File: src/rtl/frs_pkg.sv
// Shared constants, field layout, control structs and helpers of the range-sum tree.
// Depends on nothing; used by the controller, datapath and top level.
package frs_pkg;

	localparam int MAX_ELEMENTS = 1024;
	localparam int ADDR_W       = $clog2(MAX_ELEMENTS);
	localparam int SIZE_W       = ADDR_W + 1;
	localparam int IDX_W        = ADDR_W + 2;
	localparam int DATA_W       = 32;

	localparam int FIRST_LSB    = 0;
	localparam int LAST_LSB     = ADDR_W;
	localparam int DELTA_LSB    = 2 * ADDR_W;
	localparam int S_FIELDS_W   = 2 * ADDR_W + DATA_W;
	localparam int S_TDATA_W    = ((S_FIELDS_W + 7) / 8) * 8;
	localparam int M_TDATA_W    = DATA_W;

	localparam logic CMD_ADD    = 1'b0;
	localparam logic CMD_RANGE  = 1'b1;

	typedef struct packed {
		logic clr_start;
		logic clr_run;
		logic accept;
		logic rd_en;
		logic k_up;
		logic rd_neg;
		logic rd_wr;
		logic load_first;
		logic out_load;
	} frs_cmd_t;

	typedef struct packed {
		logic in_cmd;
		logic in_bad;
		logic k_zero;
		logic k_in;
		logic clr_last;
	} frs_stat_t;

	function automatic logic [IDX_W-1:0] low_bit(input logic [IDX_W-1:0] k);
		return k & (~k + 1'b1);
	endfunction

endpackage

File: src/rtl/frs_ctrl.sv
// Controller of the range-sum tree: clearing pass, update walk, two prefix walks.
// Depends on frs_pkg; drives the datapath through frs_cmd_t.
module frs_ctrl (
	input  logic               clk,
	input  logic               arst_n,
	input  logic               cfg_we,
	input  logic               s_tvalid,
	output logic               s_tready,
	output logic               m_tvalid,
	input  logic               m_tready,
	input  frs_pkg::frs_stat_t stat,
	output frs_pkg::frs_cmd_t  cmd
);

	typedef enum logic [2:0] {
		S_CLEAR,
		S_IDLE,
		S_ADD,
		S_SUM_HI,
		S_SUM_LO,
		S_DONE
	} state_t;

	state_t state_q;
	state_t state_d;
	logic   m_tvalid_q;
	logic   out_free;

	assign s_tready = (state_q == S_IDLE);
	assign m_tvalid = m_tvalid_q;
	assign out_free = !m_tvalid_q || m_tready;

	always_comb begin
		cmd       = '0;
		state_d   = state_q;
		cmd.accept = s_tvalid && (state_q == S_IDLE);
		case (state_q)
			S_CLEAR: begin
				cmd.clr_run = 1'b1;
				if (stat.clr_last) begin
					state_d = S_IDLE;
				end
			end
			S_IDLE: begin
				if (s_tvalid) begin
					if (stat.in_bad) begin
						state_d = S_DONE;
					end else if (stat.in_cmd == frs_pkg::CMD_ADD) begin
						state_d = S_ADD;
					end else begin
						state_d = S_SUM_HI;
					end
				end
			end
			S_ADD: begin
				if (stat.k_in) begin
					cmd.rd_en = 1'b1;
					cmd.k_up  = 1'b1;
					cmd.rd_wr = 1'b1;
				end else begin
					state_d = S_DONE;
				end
			end
			S_SUM_HI: begin
				if (!stat.k_zero) begin
					cmd.rd_en = 1'b1;
				end else begin
					cmd.load_first = 1'b1;
					state_d        = S_SUM_LO;
				end
			end
			S_SUM_LO: begin
				if (!stat.k_zero) begin
					cmd.rd_en  = 1'b1;
					cmd.rd_neg = 1'b1;
				end else begin
					state_d = S_DONE;
				end
			end
			S_DONE: begin
				if (out_free) begin
					cmd.out_load = 1'b1;
					state_d      = S_IDLE;
				end
			end
			default: begin
				state_d = S_CLEAR;
			end
		endcase
		if (cfg_we) begin
			cmd.clr_start = 1'b1;
			cmd.clr_run   = 1'b0;
			state_d       = S_CLEAR;
		end
	end

	always_ff @(posedge clk or negedge arst_n) begin
		if (!arst_n) begin
			state_q    <= S_CLEAR;
			m_tvalid_q <= 1'b0;
		end else begin
			state_q <= state_d;
			if (cmd.out_load) begin
				m_tvalid_q <= 1'b1;
			end else if (m_tready) begin
				m_tvalid_q <= 1'b0;
			end
		end
	end

endmodule

File: config.mk
export PLATFORM = sky130hd
export DESIGN_NAME = frs_ctrl
export DESIGN_NICKNAME = d
export VERILOG_FILES = /design/src/rtl/frs_pkg.sv /design/src/rtl/frs_ctrl.sv
export SDC_FILE = /design/constraint.sdc
export NUM_CORES = 1
export LEC_CHECK = 0
export BUFFER_PORTS_ARGS = -buffer_cell sky130_fd_sc_hd__buf_2
export CORE_AREA = 2 2 39 41
export CTS_CLUSTER_DIAMETER = 30
export CTS_CLUSTER_SIZE = 16
export DETAILED_ROUTE_END_ITERATION = 10
export DIE_AREA = 0 0 41 43
export PLACE_DENSITY = 0.63
export SLEW_MARGIN = 20
export SYNTH_ARGS = -nofsm -noshare
export SYNTH_HDL_FRONTEND = slang
export SYNTH_SLANG_ARGS = --single-unit
File: constraint.sdc
create_clock -name clk -period 1.9 [get_ports clk]
set_input_delay 0 -clock clk [delete_from_list [all_inputs] [get_ports clk]]
set_output_delay 0 -clock clk [all_outputs]
set_load 0.03 [all_outputs]
==> results.yml <==
place:
  dpl.cell_count: 73
  port-buffer-count: 20
  gp_congestion: 0.639
final_layout:
  layout.nets: 73
  mostFrequentLayoutCells: "20 x buf_2, 4 x dfrtp_1, 3 x nor2b_1, 3 x clkbuf_4"
  diodes: 0
  final_common_cell: "buf_2"
  area.growth.synth_to_final_pct: 27.6
  fin_cells: 77
  drive_gt1_share_pct: 47.5
worst_setup_path:
  cp-end-kind: "output port"
  worstPathRequired_ns: 1.90
  worst_ep_arrival_time_ns: 1.58
  critical_path_class: "reg2out"
  cp-start-kind: "register"
  cp_max_fo: 12
timing:
  fin_tns_setup_ns: 0
  rsz0062_at_grt: "no"
  hold_viol: 0
  setup_violations: 0
  slew_headroom_pct: 71.7
  worstMarginPinSlew_ns: 0.425
  clock_skew_ns: 0.000665
  drv_slew: 0
  finalCritPeriodShare_pct: 83.1
  clock.fmax_mhz: 634
  min_period_ns: 1.58
routing:
  dr.pass1.iters: 3
  vias: 379
  vias_per_cell: 4.92
  wl_per_cell_um: 10.9
  drt_wl_total_um: 836
  drc: 0
  drtIter0Drc: 4
  ant_nets: 0
power_and_ir_drop:
  p_leak_nw: 0.263
  powerDensity_nw_per_um2: 865
  power_switching_uw: 191
  vdd_drop_max_uv: 222
  p_comb_share_pct: 44.8
  p_clk_share_pct: 22.7
  p_seq_share_pct: 32.4
  switching_share_pct: 42.8
  power.internal_uw: 254
clocking:
  clk-insertion-delay-late_ns: 0.23
  cts_buffer_depth: 2
  cts.sinks: 4
  cts-htree-levels: 1
  path_clk_slew_ns: 0.04
  cts_root_buf: "clkbuf_4"
  cts_setup_buffers: 0
  numCtsBuffers: 3
  tritoncts: "done"
outcome:
  outcome: "finished clean"
global_route:
  grt_max_degree: 14
  grt_overflow_total: 0
  track_usage_pct: 11.1
  grt_pass1_vias: 361
  antenna_found_initial: 0
  grt_pass1_wl_mm: 1.37
logic_synthesis:
  syn_inst: 42
  ys_seq_elements: 4
  ys_seq_area_share_pct: 24.8
  synth_cell_type_count: 27
  avgSynthCellArea_um2: 9.59
  syn-num-nets: 52
  syn_area_um2: 403
  ys_warn_count: 0
floorplanning:
  rows: 14
  ios: 21
  core_area_um2: 1380
  dieWidth_um: 41
  initial_core_util_pct: 29.1
  die_h_um: 43
  fp.dieArea_um2: 1760
flow_run:
  maxCapViolations: 0
worst_hold_path:
  hold_class: "in2reg"
metal layers:
| metal | up-vias | wire [um] | track usage (%) |
|---|---|---|---|
| li1 | 190 | - | - |
| met1 | 175 | 357 | 12.7 |
| met2 | 14 | 432 | 18.4 |
| met3 | 0 | 46 | 3.14 |
| met4 | 0 | 0 | 4.00 |
| met5 | - | 0 | 0 |
timing repair:
| item | CTS | global route |
|---|---|---|
| endpoints found under the hold margin | 4 | 0 |
| hold buffers | 1 | 0 |
| resized for setup | 0 | 0 |
critical path, stage by stage (launching register included):
cell and delay, ns:
dfrtp_1 0.57, and4bb_4 0.31, a211o_4 0.29, buf_2 0.18
area by class of cell:
class / count / area (um2)
Clock buffer: 3 / 22.5
Tap cell: 16 / 20.0
Sequential cell: 4 / 100
Fill cell: 145 / 870
Inverter: 2 / 7.51
Timing Repair Buffer: 21 / 110
Multi-Input combinational cell: 31 / 254
power by group through the flow:
stage | Clock (mW) | Combinational, mW | Sequential (mW)
2_1_floorplan | 0 | 0.184 | 0.121
3_3_place_gp | 0 | 0.199 | 0.144
3_5_place_dp | 0 | 0.199 | 0.145
5_1_grt | 0.113 | 0.220 | 0.149
4_1_cts | 0.103 | 0.202 | 0.144
6_report | 0.101 | 0.199 | 0.144
Yosys cell counts:
cell type / instances / share of area, %
buf_6: 1 / 2.8
nor2b_1: 3 / 4.7
a21oi_1: 2 / 2.5
and2_1: 1 / 1.6
o21ai_0: 1 / 1.2
nor3b_1: 1 / 1.9
a221oi_1: 1 / 2.2
a211o_4: 1 / 4.3
mux2i_1: 2 / 5.0
and4bb_4: 1 / 4.0
buf_4: 4 / 7.5
nor4b_4: 1 / 5.9
nand4bb_1: 1 / 2.8
nor3_1: 2 / 2.5
nor2_1: 2 / 1.9
nand2_1: 1 / 0.93
o22ai_1: 1 / 1.6
inv_1: 2 / 1.9
nor3b_2: 1 / 3.1
and3_1: 1 / 1.6
nand2b_1: 2 / 3.1
dfrtp_1: 4 / 25
nand3b_1: 1 / 1.9
o311ai_1: 1 / 2.2
nor4_1: 1 / 1.6
nand3_1: 1 / 1.2
nor2_4: 2 / 5.6
registers in the layout, indices dropped and copies added, names as in the netlist:
name and cells:
m_tvalid 1, state_q 3
through the flow:
| step | hold slack (ns) | power [mW] | util (%) | setup WS (ns) | area [um2] |
|---|---|---|---|---|---|
| after CTS | 0.0244 | 0.449 | 37.2 | 0.320 | 514 |
| after detailed placement | -0.196 | 0.344 | 34.8 | 0.344 | 482 |
| after floorplan | -0.296 | 0.305 | - | 0.186 | 403 |
| after global routing | 0.0353 | 0.481 | 37.2 | 0.247 | 514 |
| after global placement | -0.192 | 0.343 | 34.8 | 0.396 | 482 |
| final | 0.0251 | 0.445 | 37.2 | 0.322 | 514 |
logic make-up after synthesis:
family                 Yosys count  synth area share (%)
AO/OA/AOI/OAI                    7                  14.0
AND/OR/NAND/NOR                 22                  44.1
buffers and inverters            7                  12.1
multiplexers                     2                  4.97
flip-flops                       4                  24.8
worst paths after layout:
kind	slack [ns]	cells past startpoint	startpoint	to
worst max-delay path	0.32	3	state_q[2]$_DFFE_PN0P_	cmd[5]
worst min-delay path	0.03	2	cfg_we	state_q[1]$_DFFE_PN0P_
worst max register to register	0.33	4	state_q[2]$_DFFE_PN0P_	state_q[2]$_DFFE_PN0P_
worst min register to register	0.59	2	m_tvalid$_DFFE_PN0P_	m_tvalid$_DFFE_PN0P_
max in group asynchronous	1.69	2	arst_n	m_tvalid$_DFFE_PN0P_
min in group asynchronous	0.10	2	arst_n	state_q[2]$_DFFE_PN0P_
Power figures use the tool's default switching activity.
